`config.mk`:
```
export PLATFORM = sky130hd
export DESIGN_NAME = fixed_block_free_list_allocator_unit
export DESIGN_NICKNAME = d
export VERILOG_FILES = /design/src/hw/rtl/fla_pkg.sv /design/src/hw/rtl/fla_ram.sv /design/src/hw/rtl/fla_front.sv /design/src/hw/rtl/fla_queue.sv /design/src/hw/rtl/fla_back.sv /design/src/hw/rtl/fixed_block_free_list_allocator_unit.sv
export SDC_FILE = /design/constraint.sdc
export NUM_CORES = 1
export LEC_CHECK = 0
export BUFFER_PORTS_ARGS = -buffer_cell sky130_fd_sc_hd__buf_2
export CORE_MARGIN = 4
export CORE_UTILIZATION = 55
export CTS_BUF_LIST = sky130_fd_sc_hd__clkbuf_4 sky130_fd_sc_hd__clkbuf_8 sky130_fd_sc_hd__clkbuf_16
export CTS_CLUSTER_DIAMETER = 200
export DETAILED_ROUTE_END_ITERATION = 6
export PLACE_DENSITY = 0.8
export SLEW_MARGIN = 25
export SYNTH_ARGS = -nofsm -noshare
export SYNTH_HDL_FRONTEND = slang
export SYNTH_SLANG_ARGS = --single-unit
```
`constraint.sdc`:
```
create_clock -name clk -period 2.9 [get_ports clk]
set_input_delay 0.87 -clock clk [delete_from_list [all_inputs] [get_ports clk]]
set_output_delay 0.87 -clock clk [all_outputs]
set_load 0.02 [all_outputs]
```
`src/hw/rtl/fla_pkg.sv`:
```
// Shared types and constants for the fixed-block free-list allocator.
package fla_pkg;

  localparam int DEF_NUM_BLOCKS  = 16;
  localparam int DEF_BLOCK_BYTES = 32;

  // Field widths of the request and result transfers
  localparam int OFF_W      = 10;
  localparam int ADDR_OUT_W = 9;
  localparam int CNT_OUT_W  = 5;

  // Widest block index the parameter range allows (256 blocks)
  localparam int MAX_IDX_W = 8;

  // Depth of the command queue between front and back
  localparam int Q_DEPTH = 2;

  localparam logic OP_ALLOC = 1'b0;
  localparam logic OP_FREE  = 1'b1;

  typedef struct packed {
    logic             op;
    logic [OFF_W-1:0] byte_offset;
  } fla_in_t;

  typedef struct packed {
    logic                  ok;
    logic [ADDR_OUT_W-1:0] block_address;
    logic [CNT_OUT_W-1:0]  blocks_in_use;
  } fla_out_t;

  // Classified command handed from front to back
  typedef struct packed {
    logic                 op;
    logic                 bad;   // free offset outside the pool or off a block start
    logic [MAX_IDX_W-1:0] blk;   // block index named by a free
  } fla_cmd_t;

endpackage

```
`src/hw/rtl/fla_ram.sv`:
```
// Generic single-write, single-read RAM with registered read data.
module fla_ram #(
  parameter int WIDTH = 8,
  parameter int DEPTH = 16
) (
  input  logic                                   clk,
  input  logic                                   we,
  input  logic [(DEPTH > 1 ? $clog2(DEPTH) : 1)-1:0] waddr,
  input  logic [WIDTH-1:0]                       wdata,
  input  logic                                   re,
  input  logic [(DEPTH > 1 ? $clog2(DEPTH) : 1)-1:0] raddr,
  output logic [WIDTH-1:0]                       rdata
);

  logic [WIDTH-1:0] mem [DEPTH];

  always_ff @(posedge clk) begin
    if (we) begin
      mem[waddr] <= wdata;
    end
    if (re) begin
      rdata <= mem[raddr];
    end
  end

endmodule

```
`src/hw/rtl/fla_front.sv`:
```
// Front end: accept requests, decode the free offset into a block index, queue commands.
module fla_front import fla_pkg::*; #(
  parameter int NUM_BLOCKS  = DEF_NUM_BLOCKS,
  parameter int BLOCK_BYTES = DEF_BLOCK_BYTES
) (
  input  logic     in_valid,
  output logic     in_stall,
  input  fla_in_t  in_data,
  output logic     q_push,
  output fla_cmd_t q_push_data,
  input  logic     q_full
);

  // Exact divide of a 10-bit offset by a constant: multiply by a rounded-up
  // reciprocal with enough guard bits; the low product bits fall below the
  // reciprocal exactly when the remainder is zero.
  localparam int SH     = 11 + $clog2(BLOCK_BYTES);
  localparam int RECIP  = (1 << SH) / BLOCK_BYTES + 1;
  localparam int PROD_W = SH + OFF_W;

  logic [PROD_W-1:0] prod;
  logic [OFF_W-1:0]  quot;
  logic [SH-1:0]     frac;
  logic              aligned;
  logic              in_pool;

  assign prod    = PROD_W'(in_data.byte_offset) * PROD_W'(RECIP);
  assign quot    = prod[PROD_W-1:SH];
  assign frac    = prod[SH-1:0];
  assign aligned = frac < SH'(RECIP);
  assign in_pool = 32'(quot) < 32'(NUM_BLOCKS);

  assign in_stall = q_full;
  assign q_push   = in_valid && !q_full;

  always_comb begin
    q_push_data.op  = in_data.op;
    q_push_data.bad = !(aligned && in_pool);
    q_push_data.blk = MAX_IDX_W'(quot);
  end

endmodule

```
`src/hw/rtl/fla_queue.sv`:
```
// Short command queue that decouples the front end from the back end.
module fla_queue import fla_pkg::*; (
  input  logic     clk,
  input  logic     rst_n,
  input  logic     push,
  input  fla_cmd_t push_data,
  output logic     full,
  input  logic     pop,
  output fla_cmd_t pop_data,
  output logic     empty
);

  localparam int PTR_W = (Q_DEPTH > 1) ? $clog2(Q_DEPTH) : 1;
  localparam int CNT_W = $clog2(Q_DEPTH + 1);

  fla_cmd_t         entry_r [Q_DEPTH];
  logic [PTR_W-1:0] wr_ptr_r, wr_ptr_nxt;
  logic [PTR_W-1:0] rd_ptr_r, rd_ptr_nxt;
  logic [CNT_W-1:0] count_r, count_nxt;

  assign full     = count_r == CNT_W'(Q_DEPTH);
  assign empty    = count_r == '0;
  assign pop_data = entry_r[rd_ptr_r];

  always_comb begin
    wr_ptr_nxt = wr_ptr_r;
    rd_ptr_nxt = rd_ptr_r;
    count_nxt  = count_r;
    if (push) begin
      wr_ptr_nxt = (wr_ptr_r == PTR_W'(Q_DEPTH - 1)) ? '0 : wr_ptr_r + PTR_W'(1);
    end
    if (pop) begin
      rd_ptr_nxt = (rd_ptr_r == PTR_W'(Q_DEPTH - 1)) ? '0 : rd_ptr_r + PTR_W'(1);
    end
    if (push && !pop) begin
      count_nxt = count_r + CNT_W'(1);
    end else if (pop && !push) begin
      count_nxt = count_r - CNT_W'(1);
    end
  end

  always_ff @(posedge clk) begin
    if (!rst_n) begin
      wr_ptr_r <= '0;
      rd_ptr_r <= '0;
      count_r  <= '0;
    end else begin
      wr_ptr_r <= wr_ptr_nxt;
      rd_ptr_r <= rd_ptr_nxt;
      count_r  <= count_nxt;
    end
  end

  always_ff @(posedge clk) begin
    if (push) begin
      entry_r[wr_ptr_r] <= push_data;
    end
  end

endmodule

```
`src/hw/rtl/fla_back.sv`:
```
// Back end: walk the free list in the link/owner memory and produce results.
module fla_back import fla_pkg::*; #(
  parameter int NUM_BLOCKS  = DEF_NUM_BLOCKS,
  parameter int BLOCK_BYTES = DEF_BLOCK_BYTES
) (
  input  logic     clk,
  input  logic     rst_n,
  input  logic     q_empty,
  input  fla_cmd_t q_data,
  output logic     q_pop,
  output logic     out_valid,
  input  logic     out_stall,
  output fla_out_t out_data
);

  localparam int IDX_W  = (NUM_BLOCKS > 1) ? $clog2(NUM_BLOCKS) : 1;
  localparam int LINK_W = $clog2(NUM_BLOCKS + 1);
  localparam int VLD_N  = 1 << IDX_W;
  localparam int ENT_W  = LINK_W + 1;
  localparam int ADDR_W = IDX_W + $clog2(BLOCK_BYTES) + 1;
  localparam logic [LINK_W-1:0] NULL_LINK = LINK_W'(NUM_BLOCKS);

  typedef enum logic [1:0] {
    S_IDLE = 2'b01,
    S_EXEC = 2'b10
  } fla_state_t;

  fla_state_t        state_r, state_nxt;
  logic [LINK_W-1:0] head_r, head_nxt;
  logic [LINK_W-1:0] cnt_r, cnt_nxt;
  logic [VLD_N-1:0]  vld_r, vld_nxt;
  logic              cur_op_r, cur_bad_r, vld_q_r;
  logic [IDX_W-1:0]  cur_idx_r;
  logic              out_valid_r, out_valid_nxt;
  fla_out_t          out_data_r, out_data_nxt;

  logic              re, we, done, ok, is_alloc, ent_owned;
  logic [IDX_W-1:0]  raddr;
  logic [ENT_W-1:0]  rdata, wdata;
  logic [LINK_W-1:0] ent_link;
  logic [ADDR_W-1:0] addr_prod;

  fla_ram #(
    .WIDTH(ENT_W),
    .DEPTH(NUM_BLOCKS)
  ) u_link_ram (
    .clk  (clk),
    .we   (we),
    .waddr(cur_idx_r),
    .wdata(wdata),
    .re   (re),
    .raddr(raddr),
    .rdata(rdata)
  );

  assign re    = (state_r == S_IDLE) && !q_empty;
  assign q_pop = re;
  assign raddr = (q_data.op == OP_ALLOC) ? head_r[IDX_W-1:0] : q_data.blk[IDX_W-1:0];

  // An entry never written reads as its reset value: not owned, links to the next block
  assign ent_owned = vld_q_r ? rdata[ENT_W-1]    : 1'b0;
  assign ent_link  = vld_q_r ? rdata[LINK_W-1:0] : LINK_W'(cur_idx_r) + LINK_W'(1);

  assign is_alloc  = cur_op_r == OP_ALLOC;
  assign ok        = is_alloc ? (head_r != NULL_LINK) : (!cur_bad_r && ent_owned);
  assign done      = (state_r == S_EXEC) && (!out_valid_r || !out_stall);
  assign we        = done && ok;
  assign wdata     = is_alloc ? {1'b1, ent_link} : {1'b0, head_r};
  assign addr_prod = ADDR_W'(cur_idx_r) * ADDR_W'(BLOCK_BYTES);

  always_comb begin
    state_nxt     = state_r;
    head_nxt      = head_r;
    cnt_nxt       = cnt_r;
    vld_nxt       = vld_r;
    out_valid_nxt = out_valid_r && out_stall;
    out_data_nxt  = out_data_r;
    unique case (state_r)
      S_IDLE: begin
        if (re) begin
          state_nxt = S_EXEC;
        end
      end
      S_EXEC: begin
        if (done) begin
          if (ok) begin
            head_nxt          = is_alloc ? ent_link : LINK_W'(cur_idx_r);
            cnt_nxt           = is_alloc ? cnt_r + LINK_W'(1) : cnt_r - LINK_W'(1);
            vld_nxt[cur_idx_r] = 1'b1;
          end
          out_valid_nxt              = 1'b1;
          out_data_nxt.ok            = ok;
          out_data_nxt.block_address = (is_alloc && ok) ? ADDR_OUT_W'(addr_prod) : '0;
          out_data_nxt.blocks_in_use = CNT_OUT_W'(cnt_nxt);
          state_nxt                  = S_IDLE;
        end
      end
      default: state_nxt = S_IDLE;
    endcase
  end

  always_ff @(posedge clk) begin
    if (!rst_n) begin
      state_r     <= S_IDLE;
      head_r      <= '0;
      cnt_r       <= '0;
      vld_r       <= '0;
      out_valid_r <= 1'b0;
    end else begin
      state_r     <= state_nxt;
      head_r      <= head_nxt;
      cnt_r       <= cnt_nxt;
      vld_r       <= vld_nxt;
      out_valid_r <= out_valid_nxt;
    end
  end

  always_ff @(posedge clk) begin
    out_data_r <= out_data_nxt;
    if (re) begin
      cur_op_r  <= q_data.op;
      cur_bad_r <= q_data.bad;
      cur_idx_r <= raddr;
      vld_q_r   <= vld_r[raddr];
    end
  end

  assign out_valid = out_valid_r;
  assign out_data  = out_data_r;

  a_cnt_bound: assert property (@(posedge clk) disable iff (!rst_n)
    cnt_r <= LINK_W'(NUM_BLOCKS))
    else $error("in-use count exceeds pool size");

  a_empty_full: assert property (@(posedge clk) disable iff (!rst_n)
    (head_r == NULL_LINK) == (cnt_r == LINK_W'(NUM_BLOCKS)))
    else $error("free list head disagrees with in-use count");

  a_result_from_exec: assert property (@(posedge clk) disable iff (!rst_n)
    $rose(out_valid_r) |-> $past(state_r == S_EXEC))
    else $error("result appeared outside the execute step");

  a_mem_write_exec: assert property (@(posedge clk) disable iff (!rst_n)
    we |=> out_valid_r && out_data_r.ok)
    else $error("memory update without a successful result");

endmodule

```
`src/hw/rtl/fixed_block_free_list_allocator_unit.sv`:
```
// Top level of the fixed-block free-list allocator.
// Pool allocator for NUM_BLOCKS equal blocks of BLOCK_BYTES bytes, kept on a LIFO
// free list that after reset runs block 0, 1, 2 and so on. An allocate request
// (op = 0) pops the head block and returns its byte offset; a free request
// (op = 1) pushes back the block at byte_offset if the offset is inside the pool,
// on a block start and names an owned block. A failed request changes nothing and
// returns ok = 0 with a zero address. Every result carries the in-use count after
// the request. Each request transfer yields exactly one result transfer, in order.
// Timing: the front end decodes the offset combinationally and pushes the command
// into a two-entry queue at the request transfer. The idle back end then pops it
// while reading the link/owner memory at the head or the named block; in its
// execute state, unless a held result is stalled, it writes the entry back and
// loads the output register. It pops no new request before that write-back, as
// the registered read and write-back of that single memory allow, and the input
// stalls only once the queue holds two commands. Reset needs no clearing pass:
// per-block valid flops stand in for the memory's reset contents, so requests are
// taken right away.
module fixed_block_free_list_allocator_unit import fla_pkg::*; #(
  parameter int NUM_BLOCKS  = DEF_NUM_BLOCKS,
  parameter int BLOCK_BYTES = DEF_BLOCK_BYTES
) (
  input  logic     clk,
  input  logic     rst_n,
  input  logic     in_valid,
  output logic     in_stall,
  input  fla_in_t  in_data,
  output logic     out_valid,
  input  logic     out_stall,
  output fla_out_t out_data
);

  logic     q_push, q_full, q_pop, q_empty;
  fla_cmd_t q_push_data, q_pop_data;

  // Decode and classify; stall only while the queue is full
  fla_front #(
    .NUM_BLOCKS (NUM_BLOCKS),
    .BLOCK_BYTES(BLOCK_BYTES)
  ) u_front (
    .in_valid   (in_valid),
    .in_stall   (in_stall),
    .in_data    (in_data),
    .q_push     (q_push),
    .q_push_data(q_push_data),
    .q_full     (q_full)
  );

  // Hold classified commands while the back end is busy or the output is stalled
  fla_queue u_queue (
    .clk      (clk),
    .rst_n    (rst_n),
    .push     (q_push),
    .push_data(q_push_data),
    .full     (q_full),
    .pop      (q_pop),
    .pop_data (q_pop_data),
    .empty    (q_empty)
  );

  // Execute against the free list and drive the output register
  fla_back #(
    .NUM_BLOCKS (NUM_BLOCKS),
    .BLOCK_BYTES(BLOCK_BYTES)
  ) u_back (
    .clk      (clk),
    .rst_n    (rst_n),
    .q_empty  (q_empty),
    .q_data   (q_pop_data),
    .q_pop    (q_pop),
    .out_valid(out_valid),
    .out_stall(out_stall),
    .out_data (out_data)
  );

endmodule
```
# == Yosys cells after proc, flatten, opt, wreduce, memory -nomap -nowiden ==
# Memory sizes are Yosys's and may differ from the RTL's. A register that Yosys moved wholly into a read port is not among the register bits.
# Index checks and enable logic that the tools add are counted.
# classes
add_sub_neg,7
multipliers,1
magnitude_cmp,5
eq_ne,6
n_mux,27
bitwise_logic,2
reduce_logical,25
# ops
cell,n
$mul A10 B12 Y22 const B,1
$mux W5,4
$lt A16 B12 Y1 const B,1
$or A16 B16 Y16,1
$mux W1,14
$logic_and A1 B1 Y1,11
$lt A4 B5 Y1 const B,2
$logic_not A1 Y1,8
$mux W2,4
$lt A6 B5 Y1 const B,1
$mux W6,1
$add A4 B1 Y5 const B,1
$add A5 B1 Y5 const B,1
$ne A5 B5 Y1 const B,1
$sub A5 B1 Y5 const B,1
$bmux W1 S4,1
$demux W1 S4,1
$eq A2 B2 Y1 const B,2
$ge A4 B1 Y1 const B,1
$mux W4,1
$pmux W2 S2,1
$reduce_and A2 Y1,2
$reduce_and A3 Y1,1
$add A1 B1 Y1 const B,2
9 further kinds,9
# word_totals
ff_bits,55
ram_bits,112
inputBits,15
output_inout_bits,17
word_cells,91
n_memories,2
# memory_table
name,depth,word_bits,read_ports,rd_clocked_by_memory_dff,wr,line_no,text
u_back.u_link_ram.mem,16,6,1,1,1,fla_ram.sv:15,logic [WIDTH-1:0] mem [DEPTH];
u_queue.entry_r,2,8,1,1,1,fla_queue.sv:16,fla_cmd_t entry_r [Q_DEPTH];

# == Logic depth before layout (Yosys ltp) ==
# logic_depth
ltp_word,7
mapped_depth,7
mapped_depth_nobuf,7

# == Modules after synthesis ==
# From an unflattened synthesis, not the netlist that was laid out.
# hier_totals
cells_unflattened,478
area_unflattened_um2,7383.3
# by_module_without_submodules
module,n_inst,cells_each,area_per_inst_um2,seq_area_each_um2
fla_ram,1,178,3955.0,3062.9
fla_back,1,232,2392.3,1091.0
fla_queue,1,53,937.1,700.7
fla_front,1,15,98.8,0.0

# == Worst setup path before layout ==
# No wires, ideal clock.
# synth_timing
kind,in2reg
startpoint,input out_stall
endpoint,"memory u_back.u_link_ram.mem[0][0] (netlist name), enable pin"
setup_time_ns,0.379
t_arrival_ns,2.462
t_required_ns,2.521
slack_ns,0.059
cell_stages,3
n_path_buf,0
path_cell_list,a21oi_1 > nand3_1 > nor3_1
# synth_via
elab_chain_len,6
# synth_lines
element,line_no,text
from (decl),fixed_block_free_list_allocator_unit.sv:28,"input logic out_stall,"
$logic_not A1 Y1,fla_back.sv:66,assign done = (state_r == S_EXEC) && (!out_valid_r || !out_stall);
$logic_or A1 B1 Y1,fla_back.sv:66,
$logic_and A1 B1 Y1,fla_back.sv:66,
$logic_and A1 B1 Y1,fla_back.sv:67,assign we = done && ok;
$mux W1,fla_ram.sv:18,if (we) begin
$mux W1 (not written as such),fla_ram.sv:19,mem[waddr] <= wdata;
to (decl),fla_ram.sv:15,
# No other way between the ends.

# == Worst setup path in the final report ==
# layout_timing
startpoint,register u_back.vld_q_r
endpoint,"memory u_back.u_link_ram.mem[12][3] (netlist name), enable pin"
# layout_via
elab_chain_len,6
# layout_lines
element,line_no,text
from (decl),fla_back.sv:32,"logic cur_op_r, cur_bad_r, vld_q_r;"
from (signal assigned),fla_back.sv:124,vld_q_r <= vld_r[raddr];
$mux W1,fla_back.sv:61,assign ent_owned = vld_q_r ? rdata[ENT_W-1] : 1'b0;
$logic_and A1 B1 Y1,fla_back.sv:65,assign ok = is_alloc ? (head_r != NULL_LINK) : (!cur_bad_r && ent_owned);
$mux W1,fla_back.sv:65,
$logic_and A1 B1 Y1,fla_back.sv:67,
$mux W1,fla_ram.sv:18,
$mux W1 (not written as such),fla_ram.sv:19,
# No other way between the ends.

==> flow_metrics.py <==
metrics = {
    "worst_hold_path": {
        "min-delay-path-class": "register to register",
        "min-delay-start": "u_back.vld_r[3]$_SDFFE_PN0P_",
        "hold-path-endpoint": "u_back.vld_r[3]$_SDFFE_PN0P_",
        "timing.hold.worst_path_depth": 1,
    },
    "finish": {
        "syn2layout_area_growth_pct": 16.0,
        "number_of_nets_in_the_layout": 547,
        "post-route-util_pct": 65.7,
        "antenna-diode-count": 0,
        "layout.cell_area.non_filler_sq_um": 7920,
        "post_route_cells_drive_above_1_share_pct": 18.5,
    },
    "clock_tree": {
        "number_of_levels_in_the_clock_h_tree": 4,
        "cts-resized-gates": 0,
        "buffer_depth_of_the_longest_clock_path": 2,
        "post_cts_setup_inserts": 0,
        "tritoncts": "yes",
        "clock_sink_count": 165,
        "cts.reportedPaths.clkPinSlew_ns": 0.06,
        "clock_latency_ns": 0.42,
        "cts_hold_buf": 0,
        "library_cell_used_as_clock_root_buffer": "sky130_fd_sc_hd__clkbuf_16",
        "cts_made_buffers": 17,
    },
    "grt": {
        "grt_pass1_wl_mm": 22.0,
        "pin_count_of_the_biggest_net_entering_global_routing": 58,
        "grt_remaining_overflow": 0,
        "grt_util_all_layers_pct": 20.7,
        "number_of_antenna_violations_at_the_first_check_in_global_routing": 0,
        "first_global_vias": 4089,
    },
    "drt": {
        "wl_per_cell_um": 19.6,
        "num_vias": 4073,
        "vias_per_cell": 5.79,
        "drt-total-wl_mm": 13.8,
        "drc": 0,
        "detail-route-antenna-nets": 0,
        "drt-pass1-iter-count": 5,
        "first_iter_violations": 356,
    },
    "critical_path": {
        "timing.critical_path.slowest_cell_delay_ns": 0.61,
        "worstSetupPathType": "register to register",
        "critical-path-slowest-cell": "sky130_fd_sc_hd__edfxtp_1",
        "r2r_end": "u_back.u_link_ram.mem[12][3]$_DFFE_PP_",
        "critPathRequiredTime_ns": 2.96,
        "worst-r2r-setup-slack_ns": 0.29,
        "r2r_start": "u_back.vld_q_r$_DFFE_PP_",
        "r2r.worst_path.cells": 4,
        "worstPathCellList": "nand3b_1 -> a2bb2oi_1 -> nand3_1 -> nor2_1",
        "critPathMaxFanout": 12,
        "critical_path_arrival_ns": 2.67,
        "endpoint_kind": "register",
        "critPathLaunchType": "register",
    },
    "power": {
        "p_per_area_nw_per_um2": 926,
        "total_power_mw": 7.33,
        "p_leak_nw": 3.08,
        "worst_ir_drop_vdd_uv": 526,
    },
    "placed_design": {
        "hpwlAfterDp_mm": 9.15,
        "placed_area_sq_um": 7290,
        "port_buffers": 26,
        "routabilityCongestion": 0.870,
    },
    "floorplan": {
        "top_level_ports": 32,
        "floorplan.core_area_sq_um": 12100,
        "core.rowCount": 40,
        "dieArea_sq_um": 14300,
        "die_y_um": 119,
        "fp.dieW_um": 119,
        "initial_core_util_pct": 56.6,
    },
    "timing": {
        "unrepaired_setup_endpoints_after_global_routing": "false",
        "transition_time_at_the_pin_with_the_least_slew_margin_ns": 1.01,
        "max_freq_mhz": 383,
        "timing_max_transition_violations_final": 0,
        "layout_worst_path_cycle_share_pct": 90.1,
        "whs_ns": 0.462,
        "hold_viol": 0,
        "setup_total_negative_slack_ns": 0,
        "clock_skew_ns": 0.00657,
        "timing.max_slew.rel_slack_pct": 32.4,
        "report.final.setup_viol": 0,
        "post-route-min-period_ns": 2.61,
    },
    "synth": {
        "synth_enable_flop_cells": 131,
        "synth_seq_area_share_pct": 67.6,
        "synth-main-ff-cell": "sky130_fd_sc_hd__edfxtp_1",
        "synthesis.area_sq_um": 6830,
        "synth_cells": 469,
        "synth.ff_latch_count": 165,
        "synth-async-reset-ratio_pct": 0,
        "netlist.area_leader.share_pct": 57.6,
        "synth_cell_type_count": 44,
        "ys.warnings.count": 0,
        "synth_top_cell_by_area": "sky130_fd_sc_hd__edfxtp_1",
        "post_synth_main_area_contributors": "sky130_fd_sc_hd__edfxtp_1 58%, sky130_fd_sc_hd__dfxtp_1 10%, sky130_fd_sc_hd__mux2i_1 8.6%",
        "average_cell_area_after_synthesis_sq_um": 14.6,
    },
    "flow_run": {
        "max_cap_violations": 0,
    },
    "outcome": {
        "status": "finished, final reports clean",
    },
}
[synth_stat cells, types with 2 or more instances]
library cell / count
sky130_fd_sc_hd__xor2_1: 3
sky130_fd_sc_hd__mux2_2: 4
sky130_fd_sc_hd__nor3_2: 3
sky130_fd_sc_hd__nor2b_1: 2
sky130_fd_sc_hd__buf_2: 3
sky130_fd_sc_hd__and2_1: 11
sky130_fd_sc_hd__a21boi_0: 7
sky130_fd_sc_hd__a21o_1: 2
sky130_fd_sc_hd__o211ai_1: 2
sky130_fd_sc_hd__buf_4: 9
sky130_fd_sc_hd__inv_2: 3
sky130_fd_sc_hd__nand3_1: 6
sky130_fd_sc_hd__edfxtp_1: 131
sky130_fd_sc_hd__a2bb2oi_1: 2
sky130_fd_sc_hd__a21oi_1: 10
sky130_fd_sc_hd__clkbuf_1: 9
sky130_fd_sc_hd__a22oi_1: 28
sky130_fd_sc_hd__inv_1: 12
sky130_fd_sc_hd__and3_1: 6
sky130_fd_sc_hd__and4_1: 7
sky130_fd_sc_hd__o21a_1: 18
sky130_fd_sc_hd__a221oi_2: 2
sky130_fd_sc_hd__xnor2_1: 7
sky130_fd_sc_hd__a221oi_4: 2
sky130_fd_sc_hd__nor3_1: 11
sky130_fd_sc_hd__a211oi_1: 2
sky130_fd_sc_hd__ha_1: 8
sky130_fd_sc_hd__dfxtp_1: 34
sky130_fd_sc_hd__o21ai_0: 7
sky130_fd_sc_hd__nor2_1: 23
sky130_fd_sc_hd__nand2_1: 20
sky130_fd_sc_hd__nand2b_1: 5
sky130_fd_sc_hd__mux2i_1: 59
[worst max-delay path, delay by kind of cell, from the launching register on]
kind | cells | cell delay [ns]
DFF | 1 | 0.61
AOI/OAI and AO/OA | 1 | 0.53
and+or+nand+nor | 3 | 1.10
[layout by cell type (no fill, tap or decap), drive strengths merged, types with 2 or more instances in the layout]
cell / n
o21ai: 7
nor2: 23
bufinv: 4
xor2: 3
a2bb2oi: 2
and3: 6
buf: 52
mux2: 4
a21oi: 10
clkinv: 5
a21boi: 7
inv: 15
a221oi: 4
conb: 5
and2: 11
a211oi: 2
mux2i: 60
a22oi: 28
nor2b: 2
ha: 8
a21o: 2
clkbuf: 22
and4: 7
nand3: 6
xnor2: 7
dfxtp: 34
nand2: 20
nor3: 14
o21a: 18
edfxtp: 131
o211ai: 2
nand2b: 5
[state kept, by name, indices dropped and copies added, names as in the netlist, named ones only]
name and count:
u_back.cur_bad_r 1, u_back.out_data 10, u_back.u_link_ram.rdata 6, u_back.cur_op_r 1, u_back.cnt_r 5, u_back.state_r 2
u_back.vld_q_r 1, u_queue.entry_r 12, u_queue.rd_ptr_r 1, u_queue.wr_ptr_r 1, u_back.head_r 5, u_back.vld_r 16
u_queue.count_r 2, u_back.cur_idx_r 4, u_back.out_valid 1, u_back.u_link_ram.mem 96
[worst max path at each step]
stage	start	endpoint	slack [ns]	depth (start not counted)
2_1_floorplan	out_stall	u_back.u_link_ram.mem[0][0]$_DFFE_PP_	0.06	3
3_3_place_gp	u_queue.entry_r[0][7]$_DFFE_PP_	u_back.u_link_ram.rdata[5]$_DFFE_PP_	0.42	6
3_5_place_dp	register	u_back.u_link_ram.rdata[0]$_DFFE_PP_	0.36	6
4_1_cts	u_back.vld_q_r$_DFFE_PP_	u_back.u_link_ram.mem[12][5]$_DFFE_PP_	0.32	4
5_1_grt	register	u_back.u_link_ram.rdata[5]$_DFFE_PP_	0.16	6
6_report	u_back.vld_q_r$_DFFE_PP_	u_back.u_link_ram.mem[12][3]$_DFFE_PP_	0.29	4
[per-stage QoR]
| step | setup WS, ns | cells |
|---|---|---|
| 2_1_floorplan | 0.0589 | 473 |
| 3_3_place_gp | 0.418 | 672 |
| 3_5_place_dp | 0.361 | 672 |
| 4_1_cts | 0.318 | 704 |
| 5_1_grt | 0.164 | 704 |
| 6_report | 0.286 | 704 |
[kinds of logic (layout without fill, tap and decap cells)]
| logic type | after synthesis | after routing | share of synthesized area, % |
|---|---|---|---|
| DFF | 165 | 165 | 67.6 |
| and+or+nand+nor | 100 | 100 | 7.79 |
| AOI/OAI and AO/OA | 84 | 84 | 9.49 |
| muxes | 64 | 64 | 9.51 |
| buffers and inverters | 36 | 99 | 2.53 |
| xor gates and xnor gates | 10 | 10 | 1.28 |
| adders and majority gates | 9 | 9 | 1.76 |
| other | 1 | 5 | 0.0549 |
[routing by layer]
metal | routed length [um] | global-route usage [%]
met1 | 5790 | 27.1
met2 | 6710 | 32.2
met3 | 972 | 5.79
met4 | 348 | 9.66
met5 | 0 | 0
[final cells by class]
| cell class | instances | area (sq um) |
|---|---|---|
| flip-flops and latches | 165 | 4610 |
| fillers | 830 | 4140 |
| multi-input cells | 272 | 2070 |
| clock buffers | 22 | 482 |
| repair buffers | 52 | 338 |
| well taps | 168 | 210 |
| clock inverters | 10 | 151 |
| inverters | 15 | 56.3 |
[power by group]
group / switching, mW / internal (mW) / total, mW
Clock: 0.844 / 1.52 / 2.36
Sequential: 0.181 / 3.05 / 3.24
Combinational: 1.10 / 0.636 / 1.73
Note: power is estimated with default switching activity, not from simulation.
